## src/rtl/modbus_tcp_request_responder_core_macros.svh

```systemverilog
// Assertion helpers for the responder core RTL.
`ifndef MODBUS_TCP_REQUEST_RESPONDER_CORE_MACROS_SVH
`define MODBUS_TCP_REQUEST_RESPONDER_CORE_MACROS_SVH

`define MTR_ASSERT(lbl, prop, msg) \
  lbl: assert property (@(posedge clk) disable iff (rst) prop) else $error(msg);

`define MTR_ASSERT_NEXT(lbl, ante, cons, msg) \
  lbl: assert property (@(posedge clk) disable iff (rst) (ante) |=> (cons)) else $error(msg);

`endif

```

## src/rtl/mtr_pkg.sv

```systemverilog
`timescale 1ns / 1ps
package mtr_pkg;

  localparam int HDR_LEN       = 12;
  localparam int READ_CLIP     = 36;
  localparam int MBAP_OVERHEAD = 6;

  localparam logic [7:0] FC_READ_INPUTS  = 8'd2;
  localparam logic [7:0] FC_READ_HOLDING = 8'd3;
  localparam logic [7:0] FC_WRITE_COIL   = 8'd5;

  typedef enum logic [1:0] {
    K_COIL,
    K_INPUTS,
    K_HOLDING
  } fc_kind_t;

  typedef struct packed {
    logic       reject;
    fc_kind_t   kind;
    logic [15:0] addr;
    logic [5:0]  cnt;
    logic [3:0]  hlen;
    logic [6:0]  nlast;
  } check_t;

  typedef struct packed {
    logic        wr_en;
    logic [5:0]  wr_idx;
    logic [15:0] wr_word;
    logic        rd_en;
    logic [16:0] rd_idx;
  } mem_req_t;

endpackage

```

## src/rtl/mtr_store.sv

```systemverilog
`timescale 1ns / 1ps
module mtr_store import mtr_pkg::*; #(
  parameter int REG_WORDS = 36
) (
  input  logic        clk,
  input  logic        rst,
  input  mem_req_t    req,
  output logic [15:0] rd_data
);

  localparam int AW = $clog2(REG_WORDS);

  logic [15:0]          mem [REG_WORDS];
  logic [REG_WORDS-1:0] vld;
  logic [8:0]           wr_ext;
  logic [AW-1:0]        waddr;
  logic [AW-1:0]        raddr;
  logic                 wr_ok;
  logic                 rd_in;

  assign wr_ext = 9'(req.wr_idx);
  assign waddr  = wr_ext[AW-1:0];
  assign raddr  = req.rd_idx[AW-1:0];
  assign wr_ok  = req.wr_en && (wr_ext < 9'(REG_WORDS));
  assign rd_in  = req.rd_idx < 17'(REG_WORDS);

  always_ff @(posedge clk) begin
    if (rst) begin
      vld <= '0;
    end else if (wr_ok) begin
      vld[waddr] <= 1'b1;
    end
  end

  always_ff @(posedge clk) begin
    if (wr_ok) begin
      mem[waddr] <= req.wr_word;
    end
    if (req.rd_en) begin
      rd_data <= (rd_in && vld[raddr]) ? mem[raddr] : 16'd0;
    end
  end

endmodule

```

## src/rtl/mtr_check.sv

```systemverilog
`timescale 1ns / 1ps
module mtr_check import mtr_pkg::*; #(
  parameter int COIL_LIMIT  = 3,
  parameter int INPUT_LIMIT = 4
) (
  input  logic [HDR_LEN-1:0][7:0] hdr,
  input  logic [15:0]             total,
  output check_t                  chk
);

  logic [15:0] len_field;
  logic [15:0] cnt_raw;
  logic [5:0]  cnt_clip;
  logic        bad_frame;

  assign len_field = {hdr[4], hdr[5]};
  assign cnt_raw   = {hdr[10], hdr[11]};
  assign cnt_clip  = (cnt_raw > 16'(READ_CLIP)) ? 6'(READ_CLIP) : cnt_raw[5:0];
  assign bad_frame = (total < 16'(HDR_LEN)) || (hdr[2] != 8'd0) || (hdr[3] != 8'd0) ||
                     (len_field != total - 16'(MBAP_OVERHEAD));

  always_comb begin
    chk.addr  = {hdr[8], hdr[9]};
    chk.cnt   = '0;
    chk.kind  = K_COIL;
    chk.hlen  = 4'd12;
    chk.nlast = 7'd11;
    chk.reject = 1'b1;
    unique case (hdr[7])
      FC_WRITE_COIL: begin
        chk.reject = bad_frame || (chk.addr > 16'(COIL_LIMIT));
      end
      FC_READ_INPUTS: begin
        chk.kind   = K_INPUTS;
        chk.hlen   = 4'd10;
        chk.nlast  = 7'd9;
        chk.reject = bad_frame || ((17'(chk.addr) + 17'(cnt_raw)) > 17'(INPUT_LIMIT));
      end
      FC_READ_HOLDING: begin
        chk.kind   = K_HOLDING;
        chk.cnt    = cnt_clip;
        chk.hlen   = 4'd9;
        chk.nlast  = 7'd8 + {cnt_clip, 1'b0};
        chk.reject = bad_frame;
      end
      default: begin
        chk.reject = 1'b1;
      end
    endcase
  end

endmodule

```

## src/rtl/modbus_tcp_request_responder_core.sv

```systemverilog
`timescale 1ns / 1ps
// Channel  Dir  tdata                                           tuser     tlast
// s_*      in   req_byte[7:0] load_index[13:8] load_word[29:14] mode      frame_last
// m_*      out  first_byte[7:0] second_byte[15:8] byte_count[17:16] rejected  last
// Frame bytes and load words are taken one per cycle while the block is idle.
// After the last frame byte the S_CHECK state checks the header, then the response is built
// byte by byte through a single byte path and a single store read port, pausing on a full output.
// Each register word is read from the store in a fetch state before its high and low bytes.
// Input is held off until the response is fully built; a stalled output stalls the build too.
// Reset is synchronous and clears the store, the header bytes and the byte count.
module modbus_tcp_request_responder_core import mtr_pkg::*; #(
  parameter int REG_WORDS   = 36,
  parameter int COIL_LIMIT  = 3,
  parameter int INPUT_LIMIT = 4
) (
  input  logic        clk,
  input  logic        rst,
  input  logic        s_tvalid,
  output logic        s_tready,
  input  logic [31:0] s_tdata,   // req_byte, load_index, load_word, zero fill
  input  logic        s_tlast,
  input  logic        s_tuser,   // mode
  output logic        m_tvalid,
  input  logic        m_tready,
  output logic [23:0] m_tdata,   // first_byte, second_byte, byte_count, zero fill
  output logic        m_tlast,
  output logic        m_tuser    // rejected
);

`include "modbus_tcp_request_responder_core_macros.svh"

  typedef enum logic [2:0] {
    S_IDLE,
    S_CHECK,
    S_HDR,
    S_FETCH,
    S_HI,
    S_LO
  } state_t;

  state_t                  state;
  logic [HDR_LEN-1:0][7:0] hdr;
  logic [15:0]             frame_count;
  logic [15:0]             count_inc;
  logic [15:0]             total;
  check_t                  chk_now;
  check_t                  chk;
  mem_req_t                mreq;
  logic [15:0]             rd_data;
  logic [6:0]              p;
  logic [5:0]              widx;
  logic [7:0]              held;
  logic                    have_one;
  logic                    out_valid;
  logic [7:0]              o_first;
  logic [7:0]              o_second;
  logic [1:0]              o_count;
  logic                    o_rej;
  logic                    o_last;
  logic                    in_acc;
  logic                    emit;
  logic [7:0]              ebyte;
  logic                    efinal;
  logic [7:0]              hbyte;

  assign s_tready  = (state == S_IDLE);
  assign in_acc    = s_tvalid && s_tready;
  assign count_inc = (frame_count == 16'hffff) ? frame_count : frame_count + 16'd1;

  assign m_tvalid = out_valid;
  assign m_tdata  = {6'd0, o_count, o_second, o_first};
  assign m_tlast  = o_last;
  assign m_tuser  = o_rej;

  assign mreq.wr_en   = in_acc && s_tuser;
  assign mreq.wr_idx  = s_tdata[13:8];
  assign mreq.wr_word = s_tdata[29:14];
  assign mreq.rd_en   = (state == S_FETCH);
  assign mreq.rd_idx  = 17'(chk.addr) + 17'(widx);

  mtr_check #(
    .COIL_LIMIT  (COIL_LIMIT),
    .INPUT_LIMIT (INPUT_LIMIT)
  ) u_check (
    .hdr   (hdr),
    .total (total),
    .chk   (chk_now)
  );

  mtr_store #(
    .REG_WORDS (REG_WORDS)
  ) u_store (
    .clk     (clk),
    .rst     (rst),
    .req     (mreq),
    .rd_data (rd_data)
  );

  always_comb begin
    hbyte = 8'd0;
    case (p[3:0])
      4'd0: hbyte = hdr[0];
      4'd1: hbyte = hdr[1];
      4'd4: hbyte = (chk.kind == K_COIL) ? hdr[4] : 8'd0;
      4'd5: begin
        case (chk.kind)
          K_COIL:    hbyte = hdr[5];
          K_INPUTS:  hbyte = 8'd4;
          K_HOLDING: hbyte = 8'd3 + {1'b0, chk.cnt, 1'b0};
          default:   hbyte = 8'd0;
        endcase
      end
      4'd6: hbyte = hdr[6];
      4'd7: hbyte = hdr[7];
      4'd8: begin
        case (chk.kind)
          K_COIL:    hbyte = hdr[8];
          K_INPUTS:  hbyte = 8'd1;
          K_HOLDING: hbyte = {1'b0, chk.cnt, 1'b0};
          default:   hbyte = 8'd0;
        endcase
      end
      4'd9:  hbyte = (chk.kind == K_COIL) ? hdr[9] : 8'd0;
      4'd10: hbyte = hdr[10];
      4'd11: hbyte = hdr[11];
      default: hbyte = 8'd0;
    endcase
  end

  always_comb begin
    emit   = 1'b0;
    ebyte  = 8'd0;
    efinal = 1'b0;
    unique case (state)
      S_HDR: begin
        emit   = !out_valid;
        ebyte  = hbyte;
        efinal = (p == chk.nlast);
      end
      S_HI: begin
        emit  = !out_valid;
        ebyte = rd_data[15:8];
      end
      S_LO: begin
        emit   = !out_valid;
        ebyte  = rd_data[7:0];
        efinal = (p == chk.nlast);
      end
      default: begin
        emit = 1'b0;
      end
    endcase
  end

  always_ff @(posedge clk) begin
    if (rst) begin
      state       <= S_IDLE;
      hdr         <= '0;
      frame_count <= '0;
      have_one    <= 1'b0;
      out_valid   <= 1'b0;
    end else begin
      if (out_valid && m_tready) begin
        out_valid <= 1'b0;
      end

      if (emit) begin
        p <= p + 7'd1;
        if (have_one) begin
          o_first   <= held;
          o_second  <= ebyte;
          o_count   <= 2'd2;
          o_rej     <= 1'b0;
          o_last    <= efinal;
          out_valid <= 1'b1;
          have_one  <= 1'b0;
        end else if (efinal) begin
          o_first   <= ebyte;
          o_second  <= 8'd0;
          o_count   <= 2'd1;
          o_rej     <= 1'b0;
          o_last    <= 1'b1;
          out_valid <= 1'b1;
        end else begin
          held     <= ebyte;
          have_one <= 1'b1;
        end
      end

      unique case (state)
        S_IDLE: begin
          if (in_acc && !s_tuser) begin
            if (frame_count < 16'(HDR_LEN)) begin
              hdr[frame_count[3:0]] <= s_tdata[7:0];
            end
            if (s_tlast) begin
              total       <= count_inc;
              frame_count <= '0;
              state       <= S_CHECK;
            end else begin
              frame_count <= count_inc;
            end
          end
        end
        S_CHECK: begin
          if (!out_valid) begin
            chk  <= chk_now;
            p    <= '0;
            widx <= '0;
            if (chk_now.reject) begin
              o_first   <= 8'd0;
              o_second  <= 8'd0;
              o_count   <= 2'd0;
              o_rej     <= 1'b1;
              o_last    <= 1'b1;
              out_valid <= 1'b1;
              state     <= S_IDLE;
            end else begin
              state <= S_HDR;
            end
          end
        end
        S_HDR: begin
          if (emit) begin
            if (efinal) begin
              state <= S_IDLE;
            end else if (p == 7'(chk.hlen) - 7'd1) begin
              state <= S_FETCH;
            end
          end
        end
        S_FETCH: begin
          state <= S_HI;
        end
        S_HI: begin
          if (emit) begin
            state <= S_LO;
          end
        end
        S_LO: begin
          if (emit) begin
            widx  <= widx + 6'd1;
            state <= efinal ? S_IDLE : S_FETCH;
          end
        end
        default: begin
          state <= S_IDLE;
        end
      endcase
    end
  end

  `MTR_ASSERT(a_idle_no_half, (state == S_IDLE) |-> !have_one, "byte left half-paired at idle")
  `MTR_ASSERT(a_reject_single, (m_tvalid && m_tuser) |-> (m_tlast && m_tdata[17:16] == 2'd0), "reject word malformed")
  `MTR_ASSERT(a_single_is_last, (m_tvalid && m_tdata[17:16] == 2'd1) |-> m_tlast, "single-byte word not last")
  `MTR_ASSERT(a_ptr_bound, (state == S_HDR || state == S_HI || state == S_LO) |-> (p <= chk.nlast), "byte pointer past response end")
  `MTR_ASSERT_NEXT(a_last_to_check, s_tvalid && s_tready && !s_tuser && s_tlast, state == S_CHECK, "frame end did not start check")

endmodule

```

## config.mk

```make
export PLATFORM = sky130hd
export DESIGN_NAME = modbus_tcp_request_responder_core
export DESIGN_NICKNAME = d
export VERILOG_FILES = /design/src/rtl/mtr_pkg.sv /design/src/rtl/mtr_store.sv /design/src/rtl/mtr_check.sv /design/src/rtl/modbus_tcp_request_responder_core.sv
export VERILOG_INCLUDE_DIRS = /design/src /design/src/rtl
export SDC_FILE = /design/constraint.sdc
export NUM_CORES = 1
export LEC_CHECK = 0
export BUFFER_PORTS_ARGS = -buffer_cell sky130_fd_sc_hd__buf_2
export CAP_MARGIN = 10
export CORE_ASPECT_RATIO = 0.5
export CORE_UTILIZATION = 40
export CTS_CLUSTER_SIZE = 30
export DETAILED_ROUTE_END_ITERATION = 6
export SLEW_MARGIN = 20
export SYNTH_ARGS = -nofsm -noshare
export SYNTH_HDL_FRONTEND = slang
export SYNTH_SLANG_ARGS = --single-unit
export TNS_END_PERCENT = 20
```

## constraint.sdc

```tcl
create_clock -name clk -period 4.4 [get_ports clk]
set_input_delay 0.66 -clock clk [delete_from_list [all_inputs] [get_ports clk]]
set_output_delay 0.66 -clock clk [all_outputs]
set_load 0.01 [all_outputs]
```

==> metrics.cfg, run 1 <==
[grt]
grtUsageMet2_pct = 30.2
met3_usage_pct = 2.94
grt_use_total_pct = 19.0
grt_max_degree = 93
use_met1_pct = 27.4
grt_pass1_vias = 20300
antenna_found_initial = 2
grt_overflow = 0
grt_pass1_wl_mm = 129
grt.busiest_layer = met2

[worst_setup_path]
reg2reg_from = widx[0]
cp-start-kind = flop
worstPathArrival_ns = 4.24
cp.required_ns = 4.77
ff2ff_setup_slack_ns = 0.54
reg2reg_to = u_store.rd_data[15]
end_kind = flop
critPathMaxFanout = 92
critPathKind = flop to flop
ff2ff_path_depth = 8

[yosys]
synth_cell_types = 80
ys_ff_latch = 834
synthFlopType = edfxtp_1
synth_commonest_cells = edfxtp_1, nor2_1, mux4_2, dfxtp_1, nand2_1
syn_area_per_cell_sq_um = 15.2
ys_seq_area_share_pct = 66.2
synth.most_common_cell = edfxtp_1
synthCells = 2336
synth_top_cell_by_area = edfxtp_1
yosysTopAreaCellShare_pct = 57.6
synth_edf_count = 681
syn-cell-area_sq_mm = 0.0355
yosys-top-cells-area = edfxtp_1, mux4_2, dfxtp_1
async_flop_share_pct = 0
yosysWarnings = 0

[sta]
period_needed_ns = 3.86
relSlewSlack_pct = 23.8
tightest_slew_ns = 1.11
fin_skew_ns = 0.0218
setup_total_negative_slack_ns = 0
slew_violations = 0
hold_violations = 0
max_freq_mhz = 259
setup_viol = 0
period_share_pct = 87.8
rsz0062_at_grt = false

[layout]
nNetsFinal = 2510
syn2layout_area_growth_pct = 12.8
layout-drive-gt1-share_pct = 20.5
num-fill-cells = 7483

[clock_network]
clock_sinks = 834
root_buffer = clkbuf_16
ctsResizeCount = 0
hold_buffers = 0
insertion_delay_ns = 0.64
cts_tree = done
htreeDepth = 3
cts_buffer_depth = 3
clk_pin_slew_ns = 0.06
cts_setup_buffers = 0
cts_made_buffers = 77

[hold_path]
min-delay-start = m_tready
whs_path_depth = 3
holdPathEnd = m_tvalid
hold_class = primary input to flop

[flow_run]
cap_viol_max_count = 0

[detailed_routing]
drtAntennaViolNets = 0
firstDrtPassIters = 5
drcViolationCount = 0
wl_per_cell_microns = 23.2
drt_iter0_drc = 2077
vias_per_cell = 5.64
route.vias.total = 20600
totalWireLength_mm = 85.0

[placed_design]
gp_congestion = 0.895
hpwlAfterDp_mm = 53.1
io_buffer_count = 57

[power_and_ir_drop]
ir_drop_mv = 0.276
p_leak_uw = 0.0132
total_power_uw = 15800
cellPowerDensity_mw_per_mm2 = 394

[floorplan]
start_util_pct = 40.8
pin_count = 66
die_h_microns = 213
die_area_sq_mm = 0.0901
core_sq_mm = 0.0870
die_w_microns = 423
rows = 76

[outcome]
status = finished, final reports clean

==> worst max path at each step <==
stage	from	to	slack, ns	cells after the start
finish	widx[0]	u_store.rd_data[15]	0.54	8
global route	hdr[72]	o_first[3]	0.35	11
CTS	widx[0]	u_store.rd_data[2]	0.53	8
detailed placement	widx[0]	u_store.rd_data[2]	0.52	8
global placement	widx[0]	u_store.rd_data[0]	0.51	8
floorplan	widx[0]	u_store.rd_data[7]	0.67	11
==> through the flow <==
stage	utilization [%]	area (sq um)	cells	setup slack [ns]	hold slack, ns
final	46.0	40100	3662	0.536	0.371
after global placement	43.2	37600	3522	0.508	0.442
after global routing	46.0	40100	3662	0.355	0.355
after floorplan	-	35500	2341	0.674	0.432
after CTS	46.0	40000	3661	0.526	0.341
after detailed placement	43.2	37600	3522	0.523	0.448
==> placed cells by master, fill, tap and decap left out, drive strengths merged, types with 11 or more instances in the layout <==
master  synthesis  final
a22oi          33     33
a21oi         119    119
o211a          20     20
edfxtp        681    681
nor4           23     23
and3           18     18
clkinv          0     28
mux4          187    187
nand3          95     95
xor2           26     26
and2           19     19
o22ai          16     16
inv            35     38
buf            34    150
nor3           25     25
mux2i          57     57
nand4          18     18
a22o           13     13
xnor2          38     38
ha             39     39
a21o           11     11
a31oi          13     13
dfxtp         153    153
nand2         137    137
o21ai          38     38
nor2          225    225
clkbuf        105     98
==> registers in the layout (all words and copies together), names as in the netlist, named ones only <==
register,cells
hdr,96
total,16
have_one,1
m_tuser,1
widx,6
o_first,8
u_store.vld,36
frame_count,16
m_tvalid,1
chk,32
p,1
state,3
m_tlast,1
o_second,8
u_store.mem,576
u_store.rd_data,16
held,8
o_count,2
==> layout make-up <==
class	count	area [sq um]	area share, %
diodes	1	2.50	0.00625
clock buffers	98	2040	5.08
clock inverters	41	415	1.04
inverters	35	131	0.328
multi-input cells	1333	11400	28.6
flip-flops and latches	834	23500	58.7
well taps	1170	1460	3.65
repair buffers	150	1050	2.62
==> per-layer routing <==
layer	routed length, microns	vias up
met1	38600	10600
li1	-	9342
met5	9	-
met3	4560	117
met4	1680	2
met2	40100	566
==> power breakdown <==
group	switching [uW]	internal, uW
clock network	2920	3710
registers	30.9	8560
logic	365	198
==> critical path, stage by stage, from the launching register on <==
cell      delay, ns
edfxtp_1       0.47
ha_4           0.20
fa_4           1.04
buf_12         0.50
mux4_2         0.41
mux4_2         0.52
mux2i_1        0.17
nand2_1        0.08
o211a_1        0.14
==> cell families (layout without fill, tap and decap cells) <==
family,after synthesis,after routing,synth area share [%]
flops,834,834,66.2
compound gates,344,344,6.59
simple gates,629,629,8.45
other cells,1,7,0.0106
buf+inv,174,324,2.06
mux,249,249,13.6
xor+xnor,64,64,1.58
fa+ha+maj,41,41,1.49
Note: power is estimated with default switching activity, not from simulation.
==> run 2: changes to the inputs <==
--- a/config.mk
+++ b/config.mk
@@ -12,6 +12,7 @@
 export CORE_UTILIZATION = 40
 export CTS_CLUSTER_SIZE = 30
 export DETAILED_ROUTE_END_ITERATION = 6
+export PLACE_DENSITY = 0.65
 export SLEW_MARGIN = 20
 export SYNTH_ARGS = -nofsm -noshare
 export SYNTH_HDL_FRONTEND = slang
==> constraint.sdc (replaced) <==
create_clock -name clk -period 4.4 [get_ports clk]
set_input_delay 0 -clock clk [delete_from_list [all_inputs] [get_ports clk]]
set_output_delay 0 -clock clk [all_outputs]
set_load 0.01 [all_outputs]
==> metrics.cfg, run 2 (synthesis gave the netlist of run 1 again) <==
[detailed_routing]
wl_per_cell_microns = 23.1  ; -0.30%
drtAntennaViolNets = 0  ; unchanged
vias_per_cell = 5.69  ; +0.96%
drcViolationCount = 5  ; +5
firstDrtPassIters = 7  ; +2
route.vias.total = 20900  ; +1.4%
totalWireLength_mm = 85.1  ; +0.11%
drt_iter0_drc = 2313  ; +11%

[sta]
setup_viol = 0  ; unchanged
setup_total_negative_slack_ns = 0  ; unchanged
fin_skew_ns = 0.0297  ; +0.00789 ns
fin_ws_ns = 0.242  ; -0.295 ns
hold_violations = 0  ; unchanged
rsz0062_at_grt = false
tightest_slew_ns = 0.963  ; -0.151 ns
max_freq_mhz = 240  ; -7.1%
period_share_pct = 94.5  ; +6.7 points
relSlewSlack_pct = 34.1  ; +10 points
period_needed_ns = 4.16  ; +0.295 ns
slew_violations = 0  ; unchanged

[clock_network]
clock_sinks = 834  ; unchanged
root_buffer = clkbuf_16
cts_setup_buffers = 0  ; unchanged
htreeDepth = 3  ; unchanged
insertion_delay_ns = 0.64  ; about the same
clk_pin_slew_ns = 0.07  ; about the same
cts_made_buffers = 75  ; -2.6%
cts_tree = done
cts_buffer_depth = 3  ; unchanged
ctsResizeCount = 0  ; unchanged

[worst_setup_path]
cp.required_ns = 4.90  ; +0.13 ns
worstPathArrival_ns = 4.66  ; +0.42 ns
critPathKind = flop to flop
end_kind = flop
critPathMaxFanout = 21  ; -77%
reg2reg_from = hdr[88]
reg2reg_to = m_tvalid
ff2ff_path_depth = 12  ; +4
cp-start-kind = flop
ff2ff_setup_slack_ns = 0.24  ; -0.29 ns

[placed_design]
pre_cts_ws_ns = 0.698  ; +0.175 ns
io_buffer_count = 57  ; unchanged
hpwlAfterDp_mm = 51.7  ; -2.6%
gp_congestion = 0.924  ; +3.2%

[power_and_ir_drop]
cellPowerDensity_mw_per_mm2 = 393  ; -0.18%
p_leak_uw = 0.0133  ; +0.86%
ir_drop_mv = 0.316  ; +14%

[layout]
reg_top3 = u_store.mem (576), hdr (96), u_store.vld (36)
post-route-util_pct = 46.3  ; +0.30 points
regMostFlops = u_store.mem
largest_reg_flops = 576  ; unchanged
nNetsFinal = 2529  ; +0.76%
layout_commonest_cell = edfxtp_1
syn2layout_area_growth_pct = 13.5
most-common-layout-cells = edfxtp_1, nor2_1, mux4_2
layout-drive-gt1-share_pct = 20.1  ; -0.36 points

[hold_path]
min-delay-start = s_tuser
whs_path_depth = 5  ; +2
holdPathEnd = frame_count[9]
hold_class = primary input to flop

[floorplan]
die_h_microns = 213  ; unchanged
start_util_pct = 40.8  ; unchanged
die_w_microns = 423  ; unchanged
core_sq_mm = 0.0870  ; unchanged
die_area_sq_mm = 0.0901  ; unchanged
rows = 76  ; unchanged
pin_count = 66  ; unchanged

[grt]
antenna_found_initial = 1  ; -1
grt_use_total_pct = 18.8  ; -0.15 points
grt_pass1_vias = 20400  ; +0.42%
grt_overflow = 0  ; unchanged
grt_pass1_wl_mm = 128  ; -0.81%
grt_max_degree = 88  ; -5.4%

[flow_run]
cap_viol_max_count = 0  ; unchanged

[outcome]
failed_checks = DRC
status = complete, but fails checks

[run 2: worst max path at each step]
stage	endpoint	start	depth (start not counted)
after floorplan	u_store.rd_data[7]	widx[0]	11
after global placement	o_second[7]	hdr[88]	11
after detailed placement	o_first[6]	hdr[88]	11
after CTS	m_tvalid	hdr[88]	12
after global routing	m_tvalid	hdr[88]	12
final	m_tvalid	hdr[88]	12
[run 2: layout make-up]
cell class,instances,area (sq um)
inverter,35,131
timing repair buffer,171,1270
fill,7475,46700
sequential,834,23500
clock buffer,99,2130
antenna,1,2.50
tap,1170,1460
multi-input combinational,1333,11400
clock inverter,34,367
[run 2: per-layer routing]
metal | track usage (%) | up-vias | wire length (microns)
li1 | - | 9368 | -
met1 | 25.8 | 10800 | 37000
met2 | 30.7 | 637 | 40900
met3 | 3.67 | 119 | 5180
met4 | 5.32 | 0 | 1980
met5 | 0 | - | 0
[run 2: repair_timing]
| item | 4_1_cts | 5_1_grt |
|---|---|---|
| setup endpoints to repair | 0 | 0 |
| hold endpoints to repair | 726 | 0 |
| hold buffers | 30 | 0 |
[run 2: per-stage QoR]
| step | hold WS (ns) | power [uW] | std cells | cell area (sq um) |
|---|---|---|---|---|
| 2_1_floorplan | 0.0989 | 9080 | 2341 | 35500 |
| 3_3_place_gp | 0.334 | 9310 | 3513 | 37500 |
| 3_5_place_dp | 0.333 | 9320 | 3513 | 37500 |
| 4_1_cts | 0.00363 | 16000 | 3676 | 40300 |
| 5_1_grt | 0.0506 | 16300 | 3677 | 40300 |
| 6_report | 0.0271 | 15800 | 3677 | 40300 |
[run 2: power breakdown]
group | internal, uW | switching (uW) | total, uW
combinational | 214 | 367 | 581
clock | 3780 | 2900 | 6680
sequential | 8560 | 31.5 | 8590
[run 2: worst max-delay path, cell delays in order (launching register included)]
cell and delay [ns]:
dfxtp_1 0.34, ha_1 0.24, fa_1 0.47, a21oi_2 0.23, o221ai_4 0.18, a311oi_1 0.29, o2111ai_1 0.12, or4_1 0.51
o41a_1 0.52, o21ai_2 0.16, buf_4 0.26, a31oi_1 0.10, dlygate4sd3_1 0.59
